==> config.mk <==
export PLATFORM = sky130hd
export DESIGN_NAME = base64_stream_decoder_unit
export DESIGN_NICKNAME = d
export VERILOG_FILES = /design/src/design/b64d_pkg.sv /design/src/design/base64_stream_decoder_unit.sv /design/src/design/b64d_front.sv /design/src/design/b64d_job_queue.sv /design/src/design/b64d_back.sv
export SDC_FILE = /design/constraint.sdc
export NUM_CORES = 1
export LEC_CHECK = 0
export BUFFER_PORTS_ARGS = -buffer_cell sky130_fd_sc_hd__buf_2
export CORE_ASPECT_RATIO = 1.2
export CORE_MARGIN = 5
export CORE_UTILIZATION = 52
export DETAILED_ROUTE_END_ITERATION = 8
export PLACE_DENSITY = 0.81
export SLEW_MARGIN = 20
export SYNTH_ARGS = -nofsm -noshare
export SYNTH_HDL_FRONTEND = slang
export SYNTH_SLANG_ARGS = --single-unit
==> constraint.sdc <==
create_clock -name clk -period 4.65 [get_ports clk]
set_input_delay 0.465 -clock clk [delete_from_list [all_inputs] [get_ports clk]]
set_output_delay 0.465 -clock clk [all_outputs]
set_load 0.1 [all_outputs]
==> src/design/b64d_pkg.sv <==
// Shared types, constants and decode functions for the Base64 stream decoder.
package b64d_pkg;

    // Character codes that matter to the decoder.
    localparam logic [7:0] CHAR_PAD     = 8'h3D;
    localparam logic [7:0] CHAR_UPPER_A = 8'h41;
    localparam logic [7:0] CHAR_UPPER_Z = 8'h5A;
    localparam logic [7:0] CHAR_LOWER_A = 8'h61;
    localparam logic [7:0] CHAR_LOWER_Z = 8'h7A;
    localparam logic [7:0] CHAR_DIGIT_0 = 8'h30;
    localparam logic [7:0] CHAR_DIGIT_9 = 8'h39;
    localparam logic [7:0] CHAR_PLUS    = 8'h2B;
    localparam logic [7:0] CHAR_SLASH   = 8'h2F;

    // Sextet offsets of the lower-case letters and the digits, and the values of '+' and '/'.
    localparam logic [5:0] LOWER_BASE = 6'd26;
    localparam logic [5:0] DIGIT_BASE = 6'd52;
    localparam logic [5:0] PLUS_VALUE = 6'd62;
    localparam logic [5:0] SLASH_VALUE = 6'd63;

    // Default depth of the job queue between front and back end.
    localparam int JOB_QUEUE_DEPTH = 4;

    // Bytes of one decoded group.
    typedef logic [2:0][7:0] group_bytes_t;

    // One decode job: up to three bytes, how many are valid, and the stream end flag.
    typedef struct packed {
        group_bytes_t bytes;
        logic [1:0]   count;
        logic         last;
    } job_t;

    // Six-bit value of one character; characters outside the alphabet give zero.
    function automatic logic [5:0] sextet(input logic [7:0] ch);
        logic [5:0] value;
        value = '0;
        if (ch >= CHAR_UPPER_A && ch <= CHAR_UPPER_Z)
        begin
            value = 6'(ch - CHAR_UPPER_A);
        end
        else if (ch >= CHAR_LOWER_A && ch <= CHAR_LOWER_Z)
        begin
            value = 6'(ch - CHAR_LOWER_A) + LOWER_BASE;
        end
        else if (ch >= CHAR_DIGIT_0 && ch <= CHAR_DIGIT_9)
        begin
            value = 6'(ch - CHAR_DIGIT_0) + DIGIT_BASE;
        end
        else if (ch == CHAR_PLUS)
        begin
            value = PLUS_VALUE;
        end
        else if (ch == CHAR_SLASH)
        begin
            value = SLASH_VALUE;
        end
        return value;
    endfunction

    // Decode a group of four characters into bytes and a byte count of 1 to 3.
    function automatic job_t decode_group(input logic [7:0] w, input logic [7:0] x,
                                          input logic [7:0] y, input logic [7:0] z);
        job_t       job;
        logic [5:0] a;
        logic [5:0] b;
        logic [5:0] c;
        logic [5:0] d;
        a = sextet(w);
        b = sextet(x);
        c = sextet(y);
        d = sextet(z);
        job.bytes    = '0;
        job.last     = 1'b0;
        job.bytes[0] = {a, b[5:4]};
        if (y == CHAR_PAD)
        begin
            job.count = 2'd1;
        end
        else if (z == CHAR_PAD)
        begin
            job.bytes[1] = {b[3:0], c[5:2]};
            job.count    = 2'd2;
        end
        else
        begin
            job.bytes[1] = {b[3:0], c[5:2]};
            job.bytes[2] = {c[1:0], d};
            job.count    = 2'd3;
        end
        return job;
    endfunction

endpackage

==> src/design/base64_stream_decoder_unit.sv <==
// Top level of the Base64 stream decoder: front end, job queue and back end.
//
// The decoder takes one Base64 character per transaction and can accept one in every
// clock cycle while full is low. Each group of four characters, or a partial group of two
// or three characters flushed by a character marked is_last, becomes one job of one to
// three bytes in a queue of QUEUE_DEPTH jobs; the back end sends those bytes one per cycle,
// while results are taken, through an output register. A job is written into the queue
// before the back end moves its first byte into that register. full is high while the
// job queue is full, which only happens when results are not being taken.
// '=' counts as padding only by its place in a group, other characters outside the
// alphabet decode as zero, and byte_count gives the running byte total modulo 2^32.
module base64_stream_decoder_unit
    import b64d_pkg::*;
#(
    parameter int QUEUE_DEPTH = JOB_QUEUE_DEPTH
)
(
    input  logic        clk,
    input  logic        rst_n,
    input  logic        push,
    output logic        full,
    input  logic [7:0]  symbol,
    input  logic        is_last,
    output logic        empty,
    input  logic        pop,
    output logic [7:0]  data_byte,
    output logic        last_of_run,
    output logic        end_of_stream,
    output logic [31:0] byte_count
);

    logic job_valid;
    job_t front_job;
    job_t head_job;
    logic queue_full;
    logic queue_empty;
    logic queue_pop;

    assign full = queue_full;

    // Character intake and group decode.
    b64d_front u_front (
        .clk        (clk),
        .rst_n      (rst_n),
        .push       (push),
        .symbol     (symbol),
        .is_last    (is_last),
        .queue_full (queue_full),
        .job_valid  (job_valid),
        .job        (front_job)
    );

    // Decoupling queue of decoded jobs.
    b64d_job_queue #(
        .DEPTH (QUEUE_DEPTH)
    ) u_queue (
        .clk    (clk),
        .rst_n  (rst_n),
        .wr_en  (job_valid),
        .wr_job (front_job),
        .full   (queue_full),
        .rd_en  (queue_pop),
        .rd_job (head_job),
        .empty  (queue_empty)
    );

    // Byte serializer and output register.
    b64d_back u_back (
        .clk           (clk),
        .rst_n         (rst_n),
        .job           (head_job),
        .job_empty     (queue_empty),
        .job_pop       (queue_pop),
        .pop           (pop),
        .empty         (empty),
        .data_byte     (data_byte),
        .last_of_run   (last_of_run),
        .end_of_stream (end_of_stream),
        .byte_count    (byte_count)
    );

endmodule

==> src/design/b64d_front.sv <==
// Front end: accepts characters, holds a partial group and forms decode jobs.
module b64d_front
    import b64d_pkg::*;
(
    input  logic       clk,
    input  logic       rst_n,
    input  logic       push,
    input  logic [7:0] symbol,
    input  logic       is_last,
    input  logic       queue_full,
    output logic       job_valid,
    output job_t       job
);

    logic [1:0]      pend_count_reg;
    logic [1:0]      pend_count_next;
    logic [2:0][7:0] pend_chars_reg;
    logic            accept;
    logic            group_done;
    logic [7:0]      char_w;
    logic [7:0]      char_x;
    logic [7:0]      char_y;
    logic [7:0]      char_z;
    job_t            decoded;

    assign accept = push && !queue_full;

    // Pick the four characters of a completed or flushed group.
    always_comb
    begin
        group_done = 1'b0;
        char_w     = pend_chars_reg[0];
        char_x     = pend_chars_reg[1];
        char_y     = CHAR_PAD;
        char_z     = CHAR_PAD;
        if (pend_count_reg == 2'd3)
        begin
            group_done = 1'b1;
            char_y     = pend_chars_reg[2];
            char_z     = symbol;
        end
        else if (is_last && pend_count_reg == 2'd1)
        begin
            group_done = 1'b1;
            char_x     = symbol;
        end
        else if (is_last && pend_count_reg == 2'd2)
        begin
            group_done = 1'b1;
            char_y     = symbol;
        end
    end

    // Decode the group and tag it with the stream end flag.
    always_comb
    begin
        decoded      = decode_group(char_w, char_x, char_y, char_z);
        decoded.last = is_last;
        job          = decoded;
        job_valid    = accept && group_done;
    end

    // Held character count: cleared after a full group or at the end of the stream.
    always_comb
    begin
        pend_count_next = pend_count_reg;
        if (accept)
        begin
            if (pend_count_reg == 2'd3 || is_last)
            begin
                pend_count_next = '0;
            end
            else
            begin
                pend_count_next = pend_count_reg + 2'd1;
            end
        end
    end

    always_ff @(posedge clk or negedge rst_n)
    begin
        if (!rst_n)
        begin
            pend_count_reg <= '0;
        end
        else
        begin
            pend_count_reg <= pend_count_next;
        end
    end

    // Held characters need no reset; each is written before it is read.
    always_ff @(posedge clk)
    begin
        if (accept && pend_count_reg != 2'd3)
        begin
            pend_chars_reg[pend_count_reg] <= symbol;
        end
    end

endmodule

==> src/design/b64d_job_queue.sv <==
// Short queue of decode jobs between the front end and the back end.
module b64d_job_queue
    import b64d_pkg::*;
#(
    parameter int DEPTH = JOB_QUEUE_DEPTH
)
(
    input  logic clk,
    input  logic rst_n,
    input  logic wr_en,
    input  job_t wr_job,
    output logic full,
    input  logic rd_en,
    output job_t rd_job,
    output logic empty
);

    localparam int PTR_W = (DEPTH > 1) ? $clog2(DEPTH) : 1;
    localparam int CNT_W = $clog2(DEPTH + 1);

    job_t             slots_reg [DEPTH];
    logic [PTR_W-1:0] wr_ptr_reg;
    logic [PTR_W-1:0] rd_ptr_reg;
    logic [CNT_W-1:0] count_reg;
    logic             do_wr;
    logic             do_rd;

    assign full   = (count_reg == CNT_W'(DEPTH));
    assign empty  = (count_reg == '0);
    assign do_wr  = wr_en && !full;
    assign do_rd  = rd_en && !empty;
    assign rd_job = slots_reg[rd_ptr_reg];

    // Pointer and occupancy bookkeeping.
    always_ff @(posedge clk or negedge rst_n)
    begin
        if (!rst_n)
        begin
            wr_ptr_reg <= '0;
            rd_ptr_reg <= '0;
            count_reg  <= '0;
        end
        else
        begin
            if (do_wr)
            begin
                wr_ptr_reg <= (wr_ptr_reg == PTR_W'(DEPTH - 1)) ? '0
                                                                : wr_ptr_reg + PTR_W'(1);
            end
            if (do_rd)
            begin
                rd_ptr_reg <= (rd_ptr_reg == PTR_W'(DEPTH - 1)) ? '0
                                                                : rd_ptr_reg + PTR_W'(1);
            end
            if (do_wr && !do_rd)
            begin
                count_reg <= count_reg + CNT_W'(1);
            end
            else if (do_rd && !do_wr)
            begin
                count_reg <= count_reg - CNT_W'(1);
            end
        end
    end

    // Job storage.
    always_ff @(posedge clk)
    begin
        if (do_wr)
        begin
            slots_reg[wr_ptr_reg] <= wr_job;
        end
    end

endmodule

==> src/design/b64d_back.sv <==
// Back end: streams each job's bytes out one per cycle while results are taken, with a running total.
module b64d_back
    import b64d_pkg::*;
(
    input  logic        clk,
    input  logic        rst_n,
    input  job_t        job,
    input  logic        job_empty,
    output logic        job_pop,
    input  logic        pop,
    output logic        empty,
    output logic [7:0]  data_byte,
    output logic        last_of_run,
    output logic        end_of_stream,
    output logic [31:0] byte_count
);

    logic [1:0]  index_reg;
    logic        out_valid_reg;
    logic [7:0]  data_reg;
    logic        run_end_reg;
    logic        stream_end_reg;
    logic [31:0] total_reg;
    logic        advance;
    logic        final_byte;

    // A new byte moves into the output register when a job is waiting and the register is free or being taken.
    assign advance    = !job_empty && (!out_valid_reg || pop);
    assign final_byte = (index_reg == job.count - 2'd1);
    assign job_pop    = advance && final_byte;

    // Control state: byte index, output valid and running total.
    always_ff @(posedge clk or negedge rst_n)
    begin
        if (!rst_n)
        begin
            index_reg     <= '0;
            out_valid_reg <= 1'b0;
            total_reg     <= '0;
        end
        else
        begin
            if (advance)
            begin
                out_valid_reg <= 1'b1;
                total_reg     <= total_reg + 32'd1;
                index_reg     <= final_byte ? 2'd0 : index_reg + 2'd1;
            end
            else if (pop)
            begin
                out_valid_reg <= 1'b0;
            end
        end
    end

    // Output payload register.
    always_ff @(posedge clk)
    begin
        if (advance)
        begin
            data_reg       <= job.bytes[index_reg];
            run_end_reg    <= final_byte;
            stream_end_reg <= final_byte && job.last;
        end
    end

    assign empty         = !out_valid_reg;
    assign data_byte     = data_reg;
    assign last_of_run   = run_end_reg;
    assign end_of_stream = stream_end_reg;
    assign byte_count    = total_reg;

endmodule

-- Yosys cells after proc, flatten, opt, wreduce, memory -nomap -nowiden
Memories as Yosys holds them, arrays and structs flattened.
Index checks and enable logic that the tools add are counted.
- bits in registers: 78
- memory bits (writable): 108
- input bits: 13
- output and inout bits: 44
- memories kept: 1
- memories (memory ; words ; bits a word ; rd ports ; clocked after memory_dff ; write ports ; RTL line ; source):
    u_queue.slots_reg ; 4 ; 27 ; 1 ; 0 ; 1 ; b64d_job_queue.sv:21 ; job_t slots_reg [DEPTH];
- $add $sub $neg: 28
- magnitude comparators: 27
- eq/ne operators: 18
- multiplexer cells: 48
- reduce and logical (&&, ||, !) cells: 35
- operators by type and width (kind ; number):
    6-bit two-way mux ; 20
    8-bit by 6-bit equality test with 1-bit output (second input constant) ; 10
    8-bit two-way mux ; 9
    8-bit by 7-bit >= comparator with 1-bit output (second input constant) ; 8
    8-bit by 7-bit less-or-equal comparator with 1-bit output (second input constant) ; 8
    6-bit subtractor (second input constant) ; 8
    32-bit by 1-bit adder with 32-bit output (second input constant) ; 1
    8-bit by 6-bit >= comparator with 1-bit output (second input constant) ; 4
    8-bit by 6-bit less-or-equal comparator with 1-bit output (second input constant) ; 4
    1-bit logical AND ; 25
    6-bit by 5-bit adder with 6-bit output (second input constant) ; 4
    6-bit adder (second input constant) ; 4
    24-bit bitwise mux ; 1
    6-bit by 1-bit subtractor with 6-bit output (second input constant) ; 4
    8-bit binary-select mux with 2-bit select ; 1
    8-bit demux with 2-bit select ; 1
    16-bit two-way mux ; 1
    2-bit two-way mux ; 5
    2-bit by 1-bit adder with 2-bit output (second input constant) ; 4
    2-bit equality test (second input constant) ; 4
    1-bit two-way mux ; 8
    2-bit by 3-bit less-than comparator with 1-bit output (second input constant) ; 2
    3-bit two-way mux ; 2
    1-bit zero test ; 5
    other kinds (11) ; 13

-- Logic depth before layout (Yosys ltp)
Gate-level depths: netlist of the first run.
- word-level depth: 13
- depth in mapped cells: 15

-- Cells and area by module
A second synthesis of the first run with hierarchy kept.
- cells, all modules: 789
- area, all modules: 9952.0 um^2
- modules (own cells, without submodules) (module ; times used ; cells an instance ; area each (um^2) ; seq. area each (um^2)):
    b64d_job_queue ; 1 ; 178 ; 4336.7 ; 3418.3
    b64d_front ; 1 ; 426 ; 3474.6 ; 770.7
    b64d_back ; 1 ; 185 ; 2140.8 ; 1176.1

-- Worst setup path before layout of the first run
No wires, ideal clock.
- path kind: reg-to-reg
- from: reg u_queue.count_reg[0]
- to: reg u_queue.count_reg[1]
- arrival time: 4.099 ns
- path slack: 0.427 ns
- stages on the path, launching flop included: 8
- buffers on the path: 0
- clock period less this slack: 4.223 ns
- cells stage by stage: dfrtp_1 -> nor3b_1 -> nand2b_1 -> a21oi_1 -> ha_1 -> inv_1 -> fa_1 -> mux2_2
- longest elaborated chain between the ends: 8
- elaborated cells on any way between the ends: 19
- classes of those cells: add/sub (2); eq/ne (1); mux (2); reduce/logical (14)
- ends and longest elaborated chain (item ; RTL line ; source):
    start: declaration ; b64d_job_queue.sv:24 ; logic [CNT_W-1:0] count_reg;
    start signal: assignment ; b64d_job_queue.sv:57 ; count_reg <= count_reg + CNT_W'(1);
    start signal: assignment ; b64d_job_queue.sv:61 ; count_reg <= count_reg - CNT_W'(1);
    3-bit equality test (*) ; b64d_job_queue.sv:28 ; assign full = (count_reg == CNT_W'(DEPTH));
    named net full ; base64_stream_decoder_unit.sv:21 ; output logic full,
    1-bit zero test (*) ; b64d_front.sv:26, b64d_job_queue.sv:30 ;
    1-bit logical AND ; b64d_front.sv:26 ; assign accept = push && !queue_full;
    1-bit logical AND ; b64d_front.sv:60 ; job_valid = accept && group_done;
    1-bit logical AND (*) ; b64d_job_queue.sv:30 ; assign do_wr = wr_en && !full;
    named net u_queue.do_wr ; b64d_job_queue.sv:25 ; logic do_wr;
    1-bit zero test ; b64d_job_queue.sv:59 ; else if (do_rd && !do_wr)
    1-bit logical AND ; b64d_job_queue.sv:59 ;
    2-bit nonzero test (no source line) ; n/a ;
Mark *: on every way through the listed nets, which the timed path passes. The rest lies on a longest branch. The select of a mux whose other input is x is not followed.
A chain may end at the register's enable or synchronous reset.

==> metrics.md, run 1 <==
| Metric | Value |
|---|---|
| Run status | `completed` |
| Post-synth top area share | `0.439` |
| Highest cell delay on the worst timing path | `630 ps` |
| Total number of vias | `6380` |
| Flip-flop count of the largest register after layout | `108` |
| Leading cell types by total area after synthesis | `edfxtp_1 (44%), dfrtp_1 (11%), mux4_2 (6.3%)` |
| Sum of negative setup slack | `0 ps` |
| Routed Antenna Nets | `0` |
| Die Ht | `160 um` |
| Global placer's final weighted congestion | `0.910` |
| Leftover overflow at the end of global routing | `0` |
| Number of fillers in the final layout | `1413` |
| Cell with the most instances after synthesis | `edfxtp_1` |
| Total wire length | `20.4 mm` |
| CTS tree | `built` |
| Final Slew Violations | `0` |
| Library cell used as clock root buffer | `clkbuf_16` |
| RSZ-0062 raised after global routing | `false` |
| Cell class contributing the biggest share of worst-path delay | `compound AO/OA/AOI/OAI gates` |
| Die boundary width | `135 um` |
| Slew of the pin with the lowest slew margin | `987 ps` |
| Max stage delay cell, worst path | `mux2i_1` |
| Most used standard cells in the synthesized netlist | `edfxtp_1 (142), nand2_1 (67), dfrtp_1 (44)` |
| Pin count of the biggest net entering global routing | `45` |
| First drt pass iteration count | `5` |
| Finished Core Util | `0.590` |
| Clock transition at the registers of the reported paths | `70 ps` |
| Total number of clock tree sinks | `186` |
| DRC violations left | `0` |
| Critical Path Start | `u_front.pend_count_reg[0]$_DFFE_PN0P_` |
| Top fanout value on the critical path | `14` |
| Total of max-cap violations | `0` |
| Global router's overall resource usage | `0.196` |
| Worst-skew pair later-pin latency | `430 ps` |
| Post-synthesis instance area | `0.00971 mm^2` |
| Wire length of the first global-routing pass | `33.7 mm` |
| Endpoint kind of the worst setup timing path | `register` |
| Post-route clock period utilization | `0.853` |
| Number of setup violations in the final report | `0` |
| Clock buffer count from CTS | `17` |
| Sequential-to-total area share from yosys stat | `0.553` |
| Row cnt | `54` |
| Internal power consumption | `3.67 mW` |
| N_diodes | `0` |
| Clk buf depth | `2` |
| Required time of the worst setup path | `4860 ps` |
| Number of enable-type register cells in the synthesized netlist | `142` |
| Power per Cell Area | `568 mW/mm^2` |
| I/O pin total | `57` |
| Syn_nets | `819` |
| Post CTS Setup Buffer Count | `0` |
| Headroom to the max-slew limit | `0.333` |
| DP HPWL | `13.9 mm` |
| Area after DPL | `0.0102 mm^2` |
| Initial antenna violation count | `0` |
| Max Freq | `0.252 GHz` |
| Share of layout cells above drive strength 1 | `0.184` |
| H-Tree Depth | `4` |
| Combinational share of power | `0.382` |
| Tmin final | `3970 ps` |
| Share of flip-flops with an asynchronous set or reset after synthesis | `0.237` |
| Combined buffer and inverter count along the critical path | `1` |
| Cells along the critical path | `ha_1 -> nand3b_4 -> mux2i_1 -> inv_1 -> ha_1 -> a21o_1 -> a2111oi_2 -> a221oi_1 -> a21oi_1` |
| Area of the core | `0.0183 mm^2` |
| Reg2reg start | `u_front.pend_count_reg[0]$_DFFE_PN0P_` |
| Number of buffer cells added on primary ports | `56` |
| Register bit total from synthesis | `186` |
| Total of cells resized after clock tree synthesis | `0` |
| Largest area contributor in the netlist | `edfxtp_1` |
| Leakage power summed over all cells | `4.18 nW` |
| Layout overhead on the synthesized area | `11.3%` |
| Hold-fix buffers, CTS | `0` |
| Worst-case vdd ir drop | `0.383 mV` |
| FF/Latch Area | `0.00537 mm^2` |
| Psw | `2.47 mW` |
| Final std cell area, no fill | `0.0108 mm^2` |
| Clock tree skew after final layout | `10.8 ps` |
| Critical path startpoint category | `register` |
| Synth Flop Type | `edfxtp_1` |
| Total Nets Final | `873` |
| Clk pwr share | `0.231` |
| Via count of the first global-routing pass | `6393` |
| Yosys cell types | `82` |
| Multi-input combinational cell area | `0.00405 mm^2` |
| Routed wirelength normalized by instance count | `18.8 um` |
| CP Class | `reg2reg` |
| Warnings from Yosys | `0` |
| Number of instances in the synthesized netlist | `763` |
| Violation count after the first detailed-routing iteration | `698` |
| Endpoints failing hold | `0` |
| Data arrival, critical path | `4170 ps` |
| Area enclosed by the die boundary | `0.0215 mm^2` |
| Portion of total power attributed to sequential cells | `0.387` |
| Initial core utilization | `0.530` |
| Fraction of power spent switching nets | `0.402` |
| Worst hold path type | `in2async` |
| Cell repeated most along the worst path | `ha_1` |
| Average cell area after synthesis | `12.7 um^2` |
| Number of vias per cell after detailed routing | `5.90` |
## area by class of cell
type                    instances  area share
inverters                      41      0.0142
clock buffers                  20      0.0447
clock inverters                12     0.00903
multi-input cells             507       0.374
well taps                     252      0.0292
repair buffers                 64      0.0317
flip-flops and latches        186       0.497
## power groups by stage
stage	Sequential [mW]	Combinational, mW	Clock (mW)
after global placement	2.40	2.30	0
after CTS	2.38	2.35	1.43
final	2.38	2.35	1.42
after floorplan	2.84	1.41	0
after global routing	2.41	2.53	1.51
after detailed placement	2.41	2.32	0
## cell families (layout without fill, tap and decap cells)
group / after synthesis / count (layout) / synth area share
flops: 186 / 186 / 0.553
compound gates: 137 / 137 / 0.0992
fa+ha+maj: 43 / 43 / 0.0562
mux: 50 / 50 / 0.0889
buf+inv: 70 / 137 / 0.0308
xor+xnor: 56 / 56 / 0.0505
simple gates: 221 / 221 / 0.122
## metrics by stage
stage	power (mW)	instances	setup WS, ps	hold WS (ps)
after floorplan	4.25	763	427	169
final	6.14	1082	683	14.7
after detailed placement	4.74	1050	811	459
after global routing	6.45	1082	276	66.5
after global placement	4.70	1050	990	457
after CTS	6.16	1082	711	227
## per-layer routing
layer	part of all wire	GRT usage
met5	0	0
met2	0.50	0.320
met4	0.024	0.0708
met3	0.058	0.0343
met1	0.42	0.263
## placed cells by master (no fill, tap or decap), types with 4 or more instances in the layout
cell type / n
nand3_1: 25
nor3b_1: 4
o22ai_1: 11
a21oi_1: 19
a31oi_1: 8
a22oi_1: 6
and2_1: 9
ha_1: 42
o221ai_1: 5
xnor2_1: 33
clkbuf_16: 19
xor2_1: 23
o21ai_0: 35
nand2_1: 67
nor2_1: 32
a21o_1: 4
a21boi_0: 5
buf_4: 9
a221oi_1: 5
nand2b_1: 18
nor4_1: 4
o21a_1: 4
mux4_2: 27
and3_1: 8
nor3_1: 8
dfrtp_1: 43
buf_2: 55
nand4_1: 12
edfxtp_1: 142
nor2b_1: 9
inv_1: 40
mux2i_1: 17
## final timing paths
| kind | endpoint | slack, ps | cells after the start |
|---|---|---|---|
| max | u_queue.slots_reg[0][17]$_DFFE_PP_ | 680 | 9 |
| max in group asynchronous | u_queue.rd_ptr_reg[0]$_DFFE_PN0P_ | 4210 | 1 |
| min reg2reg | u_back.byte_count[31]$_DFFE_PN0P_ | 470 | 1 |
| min | u_back.byte_count[15]$_DFFE_PN0P_ | 10 | 1 |
| max reg2reg | u_queue.slots_reg[0][17]$_DFFE_PP_ | 680 | 9 |
| min in group clk | u_back.out_valid_reg$_DFFE_PN0P_ | 240 | 2 |
Note: power is estimated with default switching activity, not from simulation.
==> inputs of run 2 (changes only) <==
--- a/config.mk
+++ b/config.mk
@@ -9,6 +9,7 @@
 export CORE_ASPECT_RATIO = 1.2
 export CORE_MARGIN = 5
 export CORE_UTILIZATION = 52
+export CTS_BUF_LIST = sky130_fd_sc_hd__clkbuf_16
 export DETAILED_ROUTE_END_ITERATION = 8
 export PLACE_DENSITY = 0.81
 export SLEW_MARGIN = 20
==> run 2 against run 1 <==
Register-to-register slack improved by 20 ps; clock-buffer cell count fell by 1; worst hold slack got worse by 2.5 ps; clock skew fell by 2.5 ps; fmax rose by 0.48%; sequential share of layout area barely moved; first-iteration DRC count fell by 12%; combinational power barely moved; critical path depth rose by 2; final area barely moved; largest power group unchanged; global-route usage rose by 0.11 points; core utilization barely moved.
==> metrics.md, run 2 (synthesis results as in run 1) <==
| Metric | Value |
|---|---|
| Run status | `completed` |
| Final Power | `6.12 mW (-0.26%)` |
| DP HPWL | `13.9 mm (unchanged)` |
| Global router's overall resource usage | `0.197 (+0.00113)` |
| Routed wire length on met2 | `10.2 mm (-0.57%)` |
| Area enclosed by the die boundary | `0.0215 mm^2 (unchanged)` |
| Tmin final | `3950 ps (-18.8 ps)` |
| Sum of negative setup slack | `0 ps (unchanged)` |
| Number of setup violations in the final report | `0 (unchanged)` |
| Data arrival, critical path | `4150 ps (-20 ps)` |
| Initial core utilization | `0.530 (unchanged)` |
| Number of buffer cells added on primary ports | `56 (unchanged)` |
| Cells along the critical path | `ha_1 -> nand4bb_1 -> o21ai_0 -> inv_1 -> ha_1 -> a31oi_1 -> o21ai_0 -> a21oi_1 -> o2111a_1 -> a22oi_1 -> o221ai_1` |
| Violation count after the first detailed-routing iteration | `614 (-12%)` |
| Worst hold path type | `in2async` |
| Clock transition at the registers of the reported paths | `70 ps (about the same)` |
| RSZ-0062 raised after global routing | `false` |
| Post-route clock period utilization | `0.849 (-0.00405)` |
| Total number of clock tree sinks | `186 (unchanged)` |
| Critical path startpoint category | `register` |
| Leading cell type in the layout, fill and taps excluded | `edfxtp_1` |
| Worst-case vdd ir drop | `0.382 mV (-0.20%)` |
| Hold-fix buffers, CTS | `0 (unchanged)` |
| Total Nets Final | `873 (unchanged)` |
| Routed wirelength normalized by instance count | `18.8 um (-0.40%)` |
| Highest routing layer actually used | `met4` |
| Via count of the first global-routing pass | `6385 (-0.13%)` |
| Leftover overflow at the end of global routing | `0 (unchanged)` |
| Highest-count cells in the layout ignoring fill and taps | `edfxtp_1 (142), nand2_1 (67), buf_2 (55)` |
| Max Freq | `0.253 GHz (+0.48%)` |
| Final worst-path setup slack | `702 ps (+18.8 ps)` |
| Final Slew Violations | `0 (unchanged)` |
| Die boundary width | `135 um (unchanged)` |
| CTS tree | `built` |
| Share of layout cells above drive strength 1 | `0.183 (-0.00120)` |
| Post-placement worst setup slack | `811 ps (unchanged)` |
| Number of vias per cell after detailed routing | `5.81 (-1.5%)` |
| DRC violations left | `0 (unchanged)` |
| Max stage delay cell, worst path | `o21ai_0` |
| First drt pass iteration count | `5 (unchanged)` |
| Total of max-cap violations | `0 (unchanged)` |
| I/O pin total | `57 (unchanged)` |
| Slew of the pin with the lowest slew margin | `936 ps (-50.9 ps)` |
| Top fanout value on the critical path | `14 (unchanged)` |
| Layout overhead on the synthesized area | `11.3% (about the same)` |
| H-Tree Depth | `4 (unchanged)` |
| Routed Antenna Nets | `0 (unchanged)` |
| Total of cells resized after clock tree synthesis | `0 (unchanged)` |
| N_diodes | `0 (unchanged)` |
| Post CTS Setup Buffer Count | `0 (unchanged)` |
| Library cell used as clock root buffer | `clkbuf_16` |
| Count of non-filler cells in the finished layout | `1082 (unchanged)` |
| Flip-flop count of the largest register after layout | `108 (unchanged)` |
| Area of the core | `0.0183 mm^2 (unchanged)` |
| Clock tree skew after final layout | `8.28 ps (-2.48 ps)` |
| Clk buf depth | `2 (unchanged)` |
| Combined buffer and inverter count along the critical path | `1 (unchanged)` |
| Endpoint kind of the worst setup timing path | `register` |
| Total wire length | `20.3 mm (-0.40%)` |
| Global placer's final weighted congestion | `0.910 (unchanged)` |
| Clock buffer count from CTS | `17 (unchanged)` |
| CP Class | `reg2reg` |
| Worst-skew pair later-pin latency | `430 ps (about the same)` |
| Row cnt | `54 (unchanged)` |
| Power per Cell Area | `567 mW/mm^2 (-0.23%)` |
| Required time of the worst setup path | `4850 ps (about the same)` |
| Number of fillers in the final layout | `1416 (+0.21%)` |
| Total number of vias | `6287 (-1.5%)` |
| Die Ht | `160 um (unchanged)` |
| Initial antenna violation count | `0 (unchanged)` |
| Metal1 wirelength | `8.62 mm (+1.8%)` |
| Headroom to the max-slew limit | `0.367 (+0.0344)` |
| Highest cell delay on the worst timing path | `610 ps (-20 ps)` |
| Endpoints failing hold | `0 (unchanged)` |
| Cell class contributing the biggest share of worst-path delay | `compound AO/OA/AOI/OAI gates` |
| Leakage power summed over all cells | `4.18 nW (about the same)` |
| Cells after DPL | `1050 (unchanged)` |
| Wire length of the first global-routing pass | `33.8 mm (+0.31%)` |
| Total met3 wirelength after detailed routing | `971 um (-18%)` |
| Pin count of the biggest net entering global routing | `45 (unchanged)` |
[run 2: changes by cell type in the layout (fill, tap and decap cells not counted), sizes merged]
cell / previous run / this run
clkbuf: 20 / 19
inv: 50 / 51
[run 2: layout make-up]
type / count / area [um^2] / area share
inverter: 41 / 154 / 0.0142
multi-input combinational: 507 / 4050 / 0.375
timing repair buffer: 64 / 343 / 0.0317
clock buffer: 19 / 475 / 0.0440
tap: 252 / 315 / 0.0292
clock inverter: 13 / 101 / 0.00938
sequential: 186 / 5370 / 0.497
[run 2: final timing paths]
| kind | from | to | slack [ps] | depth (start not counted) |
|---|---|---|---|---|
| max | u_front.pend_count_reg[0]$_DFFE_PN0P_ | u_queue.slots_reg[2][12]$_DFFE_PP_ | 700 | 11 |
| max in group asynchronous | rst_n | u_queue.rd_ptr_reg[0]$_DFFE_PN0P_ | 4210 | 1 |
| min reg2reg | u_back.byte_count[31]$_DFFE_PN0P_ | u_back.byte_count[31]$_DFFE_PN0P_ | 470 | 1 |
| min in group clk | pop | u_back.out_valid_reg$_DFFE_PN0P_ | 240 | 2 |
| min | rst_n | u_back.byte_count[15]$_DFFE_PN0P_ | 10 | 1 |
| max reg2reg | u_front.pend_count_reg[0]$_DFFE_PN0P_ | u_queue.slots_reg[2][12]$_DFFE_PP_ | 700 | 11 |
[run 2: per-stage QoR]
step / utilization / hold WS, ps / area [um^2]
4_1_cts: 0.590 / 228 / 10800
3_3_place_gp: 0.558 / 457 / 10200
2_1_floorplan: - / 169 / 9710
3_5_place_dp: 0.558 / 459 / 10200
5_1_grt: 0.590 / 66.5 / 10800
6_report: 0.590 / 12.1 / 10800
[run 2: routing by layer]
metal / track usage / vias up
li1: - / 2966
met1: 0.262 / 3074
met2: 0.322 / 210
met3: 0.0359 / 37
met4: 0.0750 / 0
met5: 0 / -
[run 2: power breakdown]
part           total [mW]  internal, mW  switching (mW)
logic                2.34         0.761            1.58
registers            2.38          2.14           0.241
clock network        1.40         0.762           0.643
total                6.12          3.66            2.46
